==> src/hw/rtl/assert_macros.svh <==
// Assertion helpers, clocked on clk_i and held off while rst_ni is low.
`ifndef ASSERT_MACROS_SVH
`define ASSERT_MACROS_SVH

// Same-cycle implication.
`define ASSERT_IMPLIES(name, ante, cons, msg) \
  name: assert property (@(posedge clk_i) disable iff (!rst_ni) (ante) |-> (cons)) \
    else $error(msg);

// Next-cycle implication.
`define ASSERT_NEXT(name, ante, cons, msg) \
  name: assert property (@(posedge clk_i) disable iff (!rst_ni) (ante) |=> (cons)) \
    else $error(msg);

`endif

==> src/hw/rtl/sitd_pkg.sv <==
package sitd_pkg;

  localparam int unsigned CHAR_W = 8;
  localparam int unsigned BCD_W  = 4;

  localparam logic [CHAR_W-1:0] ASCII_ZERO  = 8'h30;
  localparam logic [CHAR_W-1:0] ASCII_MINUS = 8'h2D;

  // Add-3 correction of one BCD digit ahead of a doubling shift
  function automatic logic [BCD_W-1:0] bcd_adjust(input logic [BCD_W-1:0] d);
    bcd_adjust = (d >= 4'd5) ? d + 4'd3 : d;
  endfunction

endpackage

==> src/hw/rtl/sitd_if.sv <==
// Input channel: one signed integer per transfer.
interface sitd_value_if #(
  parameter int unsigned VALUE_WIDTH = 32
) ();
  logic                   valid;
  logic                   ready;
  logic [VALUE_WIDTH-1:0] value;

  modport source (output valid, output value, input ready);
  modport sink   (input valid, input value, output ready);
endinterface

// Output channel: one ASCII character per transfer.
interface sitd_char_if import sitd_pkg::*; ();
  logic              valid;
  logic              ready;
  logic [CHAR_W-1:0] char_code;
  logic              last;

  modport source (output valid, output char_code, output last, input ready);
  modport sink   (input valid, input char_code, input last, output ready);
endinterface

==> src/hw/rtl/signed_int_to_decimal_ascii.sv <==
// Signed integer to decimal ASCII text.
// in_if carries one VALUE_WIDTH-bit two's complement value per transfer;
// out_if returns its decimal text one character per transfer, most
// significant first, with a leading '-' for negative values and last set on
// the final digit. Leading zeros are dropped; zero gives a single '0'.
// One value is in flight at a time: in_if.ready is high only while the
// converter is idle, though a finished character may still wait on out_if.
// Per value the steps are: accept, bit-serial shift and add-3 conversion, a
// pass that drops leading zeros, then the characters, sign first, one per
// cycle while out_if does not stall (DIGITS = 10 at 32 bits). Characters
// sit in an output register; while the receiver stalls, emission pauses
// and the conversion state holds.
// Reset clears the sequencer and output valid; no clearing pass is needed.
module signed_int_to_decimal_ascii import sitd_pkg::*; #(
  parameter int unsigned VALUE_WIDTH = 32
) (
  input  logic         clk_i,
  input  logic         rst_ni,
  sitd_value_if.sink   in_if,
  sitd_char_if.source  out_if
);

`include "assert_macros.svh"

  localparam int unsigned DIGITS    = ((VALUE_WIDTH - 1) * 30103) / 100000 + 1;
  localparam int unsigned DIG_CNT_W = $clog2(DIGITS + 1);

  typedef enum logic [3:0] {
    ST_IDLE = 4'b0001,
    ST_CONV = 4'b0010,
    ST_SKIP = 4'b0100,
    ST_EMIT = 4'b1000
  } state_e;

  state_e                 state_q, state_d;
  logic                   neg_q, neg_d;
  logic [DIG_CNT_W-1:0]   dig_q, dig_d;
  logic                   out_valid_q, out_valid_d;
  logic [CHAR_W-1:0]      out_char_q, out_char_d;
  logic                   out_last_q, out_last_d;

  logic                   in_fire;
  logic                   out_free;
  logic [VALUE_WIDTH-1:0] raw;
  logic [VALUE_WIDTH-1:0] mag;
  logic                   conv_done;
  logic                   shift;
  logic                   skip_zero;
  logic [BCD_W-1:0]       top_digit;

  assign raw      = in_if.value;
  assign mag      = raw[VALUE_WIDTH-1] ? (~raw + {{(VALUE_WIDTH-1){1'b0}}, 1'b1}) : raw;
  assign in_fire  = in_if.valid && in_if.ready;
  assign out_free = !out_valid_q || out_if.ready;

  assign skip_zero = (top_digit == '0) && (dig_q > DIG_CNT_W'(1));
  assign shift     = ((state_q == ST_SKIP) && skip_zero) ||
                     ((state_q == ST_EMIT) && out_free && !neg_q);

  sitd_dabble #(
    .VALUE_WIDTH (VALUE_WIDTH),
    .DIGITS      (DIGITS)
  ) u_dabble (
    .clk_i       (clk_i),
    .rst_ni      (rst_ni),
    .start_i     (in_fire),
    .mag_i       (mag),
    .shift_i     (shift),
    .done_o      (conv_done),
    .top_digit_o (top_digit)
  );

  always_comb begin
    state_d     = state_q;
    neg_d       = neg_q;
    dig_d       = dig_q;
    out_valid_d = out_valid_q && !out_if.ready;
    out_char_d  = out_char_q;
    out_last_d  = out_last_q;
    unique case (state_q)
      ST_IDLE: begin
        if (in_fire) begin
          state_d = ST_CONV;
          neg_d   = raw[VALUE_WIDTH-1];
        end
      end
      ST_CONV: begin
        if (conv_done) begin
          state_d = ST_SKIP;
          dig_d   = DIG_CNT_W'(DIGITS);
        end
      end
      ST_SKIP: begin
        if (skip_zero) begin
          dig_d = dig_q - DIG_CNT_W'(1);
        end else begin
          state_d = ST_EMIT;
        end
      end
      ST_EMIT: begin
        if (out_free) begin
          out_valid_d = 1'b1;
          if (neg_q) begin
            out_char_d = ASCII_MINUS;
            out_last_d = 1'b0;
            neg_d      = 1'b0;
          end else begin
            out_char_d = ASCII_ZERO | {{(CHAR_W-BCD_W){1'b0}}, top_digit};
            out_last_d = (dig_q == DIG_CNT_W'(1));
            dig_d      = dig_q - DIG_CNT_W'(1);
            if (dig_q == DIG_CNT_W'(1)) begin
              state_d = ST_IDLE;
            end
          end
        end
      end
      default: begin
        state_d = ST_IDLE;
      end
    endcase
  end

  always_ff @(posedge clk_i or negedge rst_ni) begin
    if (!rst_ni) begin
      state_q     <= ST_IDLE;
      neg_q       <= 1'b0;
      dig_q       <= '0;
      out_valid_q <= 1'b0;
    end else begin
      state_q     <= state_d;
      neg_q       <= neg_d;
      dig_q       <= dig_d;
      out_valid_q <= out_valid_d;
    end
  end

  always_ff @(posedge clk_i) begin
    out_char_q <= out_char_d;
    out_last_q <= out_last_d;
  end

  assign in_if.ready      = (state_q == ST_IDLE);
  assign out_if.valid     = out_valid_q;
  assign out_if.char_code = out_char_q;
  assign out_if.last      = out_last_q;

  `ASSERT_IMPLIES(a_minus_not_last,
                  out_valid_q && (out_char_q == ASCII_MINUS), !out_last_q,
                  "minus sign flagged as last character")
  `ASSERT_IMPLIES(a_emit_has_digits, state_q == ST_EMIT, dig_q != '0,
                  "emitting with no digits left")
  `ASSERT_NEXT(a_last_to_idle,
               (state_q == ST_EMIT) && out_free && !neg_q && (dig_q == DIG_CNT_W'(1)),
               (state_q == ST_IDLE) && out_valid_q && out_last_q,
               "final digit did not close the run")
  `ASSERT_NEXT(a_accept_starts_conv, in_fire, state_q == ST_CONV,
               "accepted value did not start conversion")

endmodule

==> src/hw/rtl/sitd_dabble.sv <==
// Bit-serial binary to BCD (shift and add-3), then a digit shift line
// that hands the most significant digit out on each shift.
module sitd_dabble import sitd_pkg::*; #(
  parameter int unsigned VALUE_WIDTH = 32,
  parameter int unsigned DIGITS      = 10
) (
  input  logic                   clk_i,
  input  logic                   rst_ni,
  input  logic                   start_i,
  input  logic [VALUE_WIDTH-1:0] mag_i,
  input  logic                   shift_i,
  output logic                   done_o,
  output logic [BCD_W-1:0]       top_digit_o
);

  localparam int unsigned BCD_TOT = DIGITS * BCD_W;
  localparam int unsigned CNT_W   = $clog2(VALUE_WIDTH + 1);

  logic [VALUE_WIDTH-1:0] mag_q;
  logic [BCD_TOT-1:0]     bcd_q;
  logic [BCD_TOT-1:0]     bcd_adj;
  logic [CNT_W-1:0]       cnt_q;
  logic                   busy_q;
  logic                   done_q;

  always_comb begin
    for (int i = 0; i < DIGITS; i++) begin
      bcd_adj[i*BCD_W +: BCD_W] = bcd_adjust(bcd_q[i*BCD_W +: BCD_W]);
    end
  end

  always_ff @(posedge clk_i or negedge rst_ni) begin
    if (!rst_ni) begin
      busy_q <= 1'b0;
      done_q <= 1'b0;
      cnt_q  <= '0;
    end else begin
      done_q <= busy_q && (cnt_q == CNT_W'(1));
      if (start_i) begin
        busy_q <= 1'b1;
        cnt_q  <= CNT_W'(VALUE_WIDTH);
      end else if (busy_q) begin
        cnt_q <= cnt_q - CNT_W'(1);
        if (cnt_q == CNT_W'(1)) begin
          busy_q <= 1'b0;
        end
      end
    end
  end

  always_ff @(posedge clk_i) begin
    if (start_i) begin
      mag_q <= mag_i;
      bcd_q <= '0;
    end else if (busy_q) begin
      mag_q <= {mag_q[VALUE_WIDTH-2:0], 1'b0};
      bcd_q <= {bcd_adj[BCD_TOT-2:0], mag_q[VALUE_WIDTH-1]};
    end else if (shift_i) begin
      bcd_q <= {bcd_q[BCD_TOT-BCD_W-1:0], {BCD_W{1'b0}}};
    end
  end

  assign done_o      = done_q;
  assign top_digit_o = bcd_q[BCD_TOT-1 -: BCD_W];

endmodule
==> src/flat_wrapper.sv <==
// flat-port wrapper written by rule: the top's interface ports become plain ports
module signed_int_to_decimal_ascii_flat import sitd_pkg::*;
#(
  parameter int unsigned VALUE_WIDTH = 32
)
  (clk_i, rst_ni, in_if_valid, in_if_value, in_if_ready, out_if_valid, out_if_char_code, out_if_last, out_if_ready);
  sitd_value_if #(.VALUE_WIDTH(VALUE_WIDTH)) in_if_i ();
  sitd_char_if out_if_i ();
  input  logic clk_i;
  input  logic rst_ni;
  input wire logic [$bits(in_if_i.valid)-1:0] in_if_valid;
  input wire logic [$bits(in_if_i.value)-1:0] in_if_value;
  output wire logic [$bits(in_if_i.ready)-1:0] in_if_ready;
  output wire logic [$bits(out_if_i.valid)-1:0] out_if_valid;
  output wire logic [$bits(out_if_i.char_code)-1:0] out_if_char_code;
  output wire logic [$bits(out_if_i.last)-1:0] out_if_last;
  input wire logic [$bits(out_if_i.ready)-1:0] out_if_ready;
  assign in_if_i.valid = in_if_valid;
  assign in_if_i.value = in_if_value;
  assign in_if_ready = in_if_i.ready;
  assign out_if_valid = out_if_i.valid;
  assign out_if_char_code = out_if_i.char_code;
  assign out_if_last = out_if_i.last;
  assign out_if_i.ready = out_if_ready;
  signed_int_to_decimal_ascii #(.VALUE_WIDTH(VALUE_WIDTH)) u_core (.clk_i(clk_i), .rst_ni(rst_ni), .in_if(in_if_i), .out_if(out_if_i));
endmodule
==> config.mk <==
export PLATFORM = sky130hd
export DESIGN_NAME = signed_int_to_decimal_ascii_flat
export DESIGN_NICKNAME = d
export VERILOG_FILES = /design/src/hw/rtl/sitd_pkg.sv /design/src/hw/rtl/sitd_if.sv /design/src/hw/rtl/signed_int_to_decimal_ascii.sv /design/src/hw/rtl/sitd_dabble.sv /design/src/flat_wrapper.sv
export VERILOG_INCLUDE_DIRS = /design/src /design/src/hw/rtl
export SDC_FILE = /design/constraint.sdc
export NUM_CORES = 1
export LEC_CHECK = 0
export BUFFER_PORTS_ARGS = -buffer_cell sky130_fd_sc_hd__buf_2
export CAP_MARGIN = 20
export CORE_AREA = 4 4 145 147
export DETAILED_ROUTE_END_ITERATION = 12
export DIE_AREA = 0 0 149 151
export PLACE_DENSITY = 0.48
export SLEW_MARGIN = 20
export SYNTH_ARGS = -nofsm -noshare
export SYNTH_HDL_FRONTEND = slang
export SYNTH_HIERARCHICAL = 1
export SYNTH_SLANG_ARGS = --single-unit
export TNS_END_PERCENT = 1
==> constraint.sdc <==
create_clock -name clk_i -period 2.8 [get_ports clk_i]
set_clock_uncertainty 0.15 [all_clocks]
set_input_delay 0.42 -clock clk_i [delete_from_list [all_inputs] [get_ports clk_i]]
set_output_delay 0.42 -clock clk_i [all_outputs]
set_load 0.1 [all_outputs]
After elaboration in Yosys (flattened, before gate mapping)
Index checks and enable logic that the tools add are counted.
{"block": "word_totals", "out_inout_bits": 11, "input_bits": 36, "ff_bits": 99, "elab_cells": 109}
{"block": "op_classes", "reduce_logical": 21, "bitwise": 1, "n_eq_ne": 13, "n_addsub": 13, "muxes": 38, "magnitude_cmp": 11}
{"op": "$mux 32", "n": 3}
{"op": "$mux 40", "n": 2}
{"op": "$mux 4", "n": 19}
{"op": "$ge 4x3->1 const B", "n": 10}
{"op": "$add 4x2->4 const B", "n": 9}
{"op": "$add 32x1->32 const B", "n": 1}
{"op": "$not 32->32", "n": 1}
{"op": "$pmux 4 s4", "n": 1}
{"op": "$mux 6", "n": 2}
{"op": "$pmux 4 s3", "n": 1}
{"op": "$ne 2x2->1 const B", "n": 5}
{"op": "$eq 4x1->1 const B", "n": 2}
{"op": "$logic_and 1x1->1", "n": 7}
{"op": "$mux 1", "n": 7}
{"op": "$eq 6x1->1 const B", "n": 1}
{"op": "$reduce_and 6->1", "n": 1}
{"op": "$reduce_bool 2->1", "n": 3}
{"op": "$sub 6x1->6 const B", "n": 1}
{"op": "$mux 5", "n": 1}
{"op": "$reduce_and 5->1", "n": 1}
{"op": "$eq 4x2->1 const B", "n": 1}
{"op": "$eq 4x3->1 const B", "n": 1}
{"op": "$eq 4x4->1 const B", "n": 1}
{"op": "$gt 4x1->1 const B", "n": 1}
{"op": "other kinds (11)", "n": 15}

Longest topological paths before layout
{"block": "depth", "ltp_word": 7, "ltp_mapped": 11, "ltp_nobuf": 8}

By module
Netlist, hierarchy kept.
{"module": "sitd_dabble", "instances": 1, "cells_per_inst": 406, "seq_area_each_um2": 1961.9, "area_each_um2": 4334.2}
{"module": "signed_int_to_decimal_ascii", "instances": 1, "cells_per_inst": 172, "seq_area_each_um2": 431.7, "area_each_um2": 1492.7}

Worst setup path after synthesis
Ideal clock, no wire load.
{"block": "synth_timing", "kind": "reg2reg", "startpoint": "register u_core.state_q[0]", "endpoint": "register u_core.u_dabble.mag_q[0], enable pin", "arrival_ps": 5777, "n_path_buf": 1, "setup_time_ps": 409, "setup_slack_ps": -3536, "stages_incl_launch_ff": 6, "synth_period_minus_slack_ps": 6336, "required_ps": 2241, "cell_sequence": "dfstp_2 nor4b_1 nand2_1 inv_1 or2_2 clkbuf_1"}
{"block": "synth_between", "elab_chain_cells": 3}
{"element": "start, declared", "line": "signed_int_to_decimal_ascii.sv:35", "source": "state_e state_q, state_d;"}
{"element": "start signal, assigned", "line": "signed_int_to_decimal_ascii.sv:130", "source": "state_q <= state_d;"}
{"element": "$eq 4x1->1", "line": "signed_int_to_decimal_ascii.sv:142", "source": "assign in_if.ready = (state_q == ST_IDLE);"}
{"element": "named net in_if_ready", "line": "flat_wrapper.sv:13", "source": "output wire logic [$bits(in_if_i.ready)-1:0] in_if_ready;"}
{"element": "$logic_and 1x1->1", "line": "signed_int_to_decimal_ascii.sv:53", "source": "assign in_fire = in_if.valid && in_if.ready;"}
{"element": "named net u_core.in_fire", "line": "signed_int_to_decimal_ascii.sv:42", "source": "logic in_fire;"}
{"element": "$reduce_bool 2->1 (no source line)"}
{"element": "end signal, assigned", "line": "sitd_dabble.sv:53", "source": "mag_q <= mag_i;"}
{"element": "end signal, assigned", "line": "sitd_dabble.sv:56", "source": "mag_q <= {mag_q[VALUE_WIDTH-2:0], 1'b0};"}
{"element": "end, declared", "line": "sitd_dabble.sv:19", "source": "logic [VALUE_WIDTH-1:0] mag_q;"}
The timed path passes the listed nets, and every way through them passes these cells.
A chain may end at the register's enable or synchronous reset.

Worst setup path after layout
{"block": "layout_timing", "startpoint": "register u_core.state_q[1]", "endpoint": "register u_core.u_dabble.bcd_q[8]"}
{"block": "layout_between", "elab_chain_cells": 5, "word_cells_on_any_way": 9, "classes_between": "eq/ne (3); reduce/logical (6)"}
{"element": "$eq 4x4->1", "line": "signed_int_to_decimal_ascii.sv:58", "source": "((state_q == ST_EMIT) && out_free && !neg_q);"}
{"element": "$logic_and 1x1->1 (2 in series)", "line": "signed_int_to_decimal_ascii.sv:58"}
{"element": "$logic_or 1x1->1 *", "line": "signed_int_to_decimal_ascii.sv:57", "source": "assign shift = ((state_q == ST_SKIP) && skip_zero) ||"}
{"element": "named net u_core.shift", "line": "signed_int_to_decimal_ascii.sv:47", "source": "logic shift;"}
{"element": "$reduce_bool 2->1 (no source line) *"}
{"element": "end signal, assigned", "line": "sitd_dabble.sv:57", "source": "bcd_q <= {bcd_adj[BCD_TOT-2:0], mag_q[VALUE_WIDTH-1]};"}
{"element": "end signal, assigned", "line": "sitd_dabble.sv:59", "source": "bcd_q <= {bcd_q[BCD_TOT-BCD_W-1:0], {BCD_W{1'b0}}};"}
{"element": "end, declared", "line": "sitd_dabble.sv:20", "source": "logic [BCD_TOT-1:0] bcd_q;"}
Mark *: on every way through the listed nets, which the timed path passes. The rest lies on a longest branch.

==> impl_metrics.ini <==
[clocking]
clk-insertion-delay-late_ps = 350
root_buffer = clkbuf_16
clkSlewWorstSetupHoldPaths_ps = 70
cts_tree = done
numCtsBuffers = 9
cts.path.max_buffers = 2
h-tree-depth = 3
cts_num_sinks = 96

[timing]
timing.fmax_mhz = 397
hold_viol = 0
maxSlewViolCount = 0
grt_setup_unrepaired = false
tightest_slew_ps = 593
period_minus_slack_ps = 2520
maxSlewHeadroom = 0.604
timing.final.crit_share = 0.899
hold_ws_ps = 126
finalSetupViolations = 0

[yosys]
synthFlopType = dfxtp_1
synth_area_mm2 = 0.00583
syn_avg_cell_area_um2 = 10.1
synth_seq_area_share = 0.411
ys_seq_elements = 96
synth_cell_types = 57
ys_async_sr_fraction = 0.188
synth_edf_count = 38
synth_warnings = 6
syn_inst = 578

[worst_setup_path]
r2r_cells = 7
end_kind = flop
r2r_slack_ps = 280
startpoint = u_core/state_q[1]$_DFFE_PN0P_
cp.required_ps = 2880
worstSetupPathType = reg2reg
cp-start-kind = flop
worstPathMaxFanout = 22
r2r-end = u_core/u_dabble/bcd_q[8]$_SDFFE_PP0P_
crit_arrival_ps = 2600
reg2reg_from = u_core/state_q[1]$_DFFE_PN0P_

[die]
io_pins = 47
start_util = 0.293
die_h_um = 151
die_area_mm2 = 0.0225
dieWidth_um = 149
core_mm2 = 0.0199
row_count = 52

[flow_run]
max_cap_viol_count = 0

[routing]
drtAntennaViolNets = 0
dr_total_vias = 4529
wl_met1_mm = 6.22
route.detailed.drc = 0
drt-pass1-iter-count = 4
routedWlPerCell_um = 14.8
wl_met3_um = 303
top_layer = met4
drt-total-wl_mm = 13.2
drtIter0Drc = 299
routed-wl-met2_mm = 6.48
vias_per_cell = 5.08

[cells_and_area]
antenna_cells = 0
final_util = 0.339
drive_above_1_share = 0.220
synthToLayoutAreaGrowth_pct = 15.7
fill_cells = 2040
nets = 678

[grt]
gr-total-overflow = 0
grt_max_degree = 38
grt_util_all_layers = 0.121
grt_pass1_vias = 4498
antenna_found_initial = 0
grt_pass1_wl_mm = 22.4

[hold_path]
min_path_cells = 2
hp-start = out_if_ready
hold_end = u_core/out_if.valid$_DFF_PN0_
worst_hold_path_type = in2reg

[outcome]
status = completed

[pwr]
power_density_mw_per_mm2 = 957
p_leak_nw = 2.40
power.total_mw = 6.45
ir_worst_vdd_v = 0.000350

[place]
port_buffers = 43
dp_hpwl_mm = 9.32
gp_congestion = 0.782
==> placed cells by master (no fill, tap or decap), types with 3 or more instances in the layout <==
cell type and count:
nor3b_1 9, dfxtp_1 40, o211ai_1 18, dfrtp_1 16, nor2b_1 4, nor3_1 18, nor4_1 5, nand2_1 12
or3_4 3, conb_1 3, nand4b_1 19, mux2_2 32, o41ai_1 6, o21ai_0 36, inv_1 33, buf_4 20
edfxtp_1 38, a32oi_1 9, clkbuf_16 9, ha_1 25, nor2_1 21, nor4b_1 3, clkinv_4 3, or2_2 6
buf_2 43, or4_1 24, a211oi_1 19, o31ai_1 8, a21oi_1 35, nand2b_1 12, xnor2_1 32, mux2i_1 18
buf_12 4
==> synth_stat cells, types with 4 or more instances <==
master | n | area share
clkbuf_1 | 14 | 0.0090
o211ai_1 | 18 | 0.023
inv_1 | 34 | 0.022
nand4b_1 | 19 | 0.029
o41ai_1 | 6 | 0.0090
buf_1 | 5 | 0.0032
ha_1 | 25 | 0.054
dfxtp_1 | 40 | 0.14
a32oi_1 | 9 | 0.014
or4_1 | 24 | 0.031
nor3b_1 | 9 | 0.012
nor3_1 | 18 | 0.015
nor2_1 | 22 | 0.014
edfxtp_1 | 38 | 0.20
nand2_1 | 13 | 0.0084
nor4b_1 | 4 | 0.0060
buf_2 | 11 | 0.0094
xnor2_1 | 32 | 0.048
o31ai_1 | 9 | 0.012
buf_4 | 8 | 0.010
a21oi_1 | 35 | 0.030
nor2b_1 | 4 | 0.0043
mux2_2 | 32 | 0.062
nor4_1 | 5 | 0.0054
nand2b_1 | 12 | 0.013
a211oi_1 | 19 | 0.024
dfrtp_1 | 17 | 0.073
o21ai_0 | 36 | 0.031
or2_2 | 6 | 0.0064
mux2i_1 | 18 | 0.031
==> final cells by class <==
type                       count  area (µm²)  area share
multi-input combinational    407        3120       0.463
inverter                      35         131      0.0195
sequential                    96        2390       0.355
clock inverter                 7        78.8      0.0117
timing repair buffer          68         455      0.0675
tap                          270         338      0.0501
clock buffer                   9         225      0.0334
==> registers in the layout (all words and copies together), names as in the netlist <==
signal / count
u_core/dig_q: 4
u_core/neg_q: 1
u_core/out_if.char_code: 5
u_core/out_if.last: 1
u_core/out_if.valid: 1
u_core/state_q: 4
u_core/u_dabble/bcd_q: 40
u_core/u_dabble/busy_q: 1
u_core/u_dabble/cnt_q: 6
u_core/u_dabble/done_o: 1
u_core/u_dabble/mag_q: 32
==> report_power, final <==
part | total, mW | internal (mW) | switching, mW
registers | 2.67 | 2.16 | 0.510
clock network | 1.27 | 0.702 | 0.571
logic | 2.51 | 1.17 | 1.34
==> per-layer routing <==
layer,vias to the layer above,GRT usage
met5,-,0
met4,0,0.0439
met2,56,0.206
li1,2245,-
met1,2213,0.154
met3,15,0.0227
==> through the flow <==
stage,instance area (µm²),worst slack (ps),std cells,TNS [ps]
after global routing,6740,164,892,0
after detailed placement,6430,-74.7,875,-77.5
after global placement,6430,-45.4,875,-45.4
after floorplan,5880,-193,579,-8790
after CTS,6740,119,892,0
final,6740,284,892,0
==> kinds of logic (layout without fill, tap and decap cells) <==
family,after synthesis,in the layout,synth area share
muxes,50,50,0.0928
AOI/OAI and AO/OA,142,142,0.161
DFF,96,96,0.411
other,2,3,0.00129
adders and majority gates,25,25,0.0537
and+or+nand+nor,153,153,0.169
buffers and inverters,76,119,0.0603
xor gates and xnor gates,34,34,0.0511
==> worst max-delay path, stage by stage (launching register included) <==
cell	delay (ps)
dfrtp_1	470
or4b_1	710
o31ai_4	310
buf_12	220
buf_4	200
nor2_1	50
a211oi_1	210
a211oi_1	80
==> repair_timing <==
item | in CTS | in global routing
setup buffers | 0 | 0
hold buffers | 1 | 0
hold endpoints to repair | 17 | 0
resized for setup | 0 | 1
endpoints found under the setup margin | 0 | 10
==> worst max path at each step <==
stage / to / slack (ps)
6_report: u_core/u_dabble/bcd_q[8]$_SDFFE_PP0P_ / 280
5_1_grt: u_core/u_dabble/bcd_q[12]$_SDFFE_PP0P_ / 160
4_1_cts: u_core/u_dabble/bcd_q[3]$_SDFFE_PP0P_ / 120
3_5_place_dp: u_core/u_dabble/mag_q[22]$_DFFE_PP_ / -70
3_3_place_gp: u_core/u_dabble/mag_q[22]$_DFFE_PP_ / -50
2_1_floorplan: u_core/u_dabble/mag_q[10]$_DFFE_PP_ / -190
No activity file was read; power rests on OpenSTA's default activity.
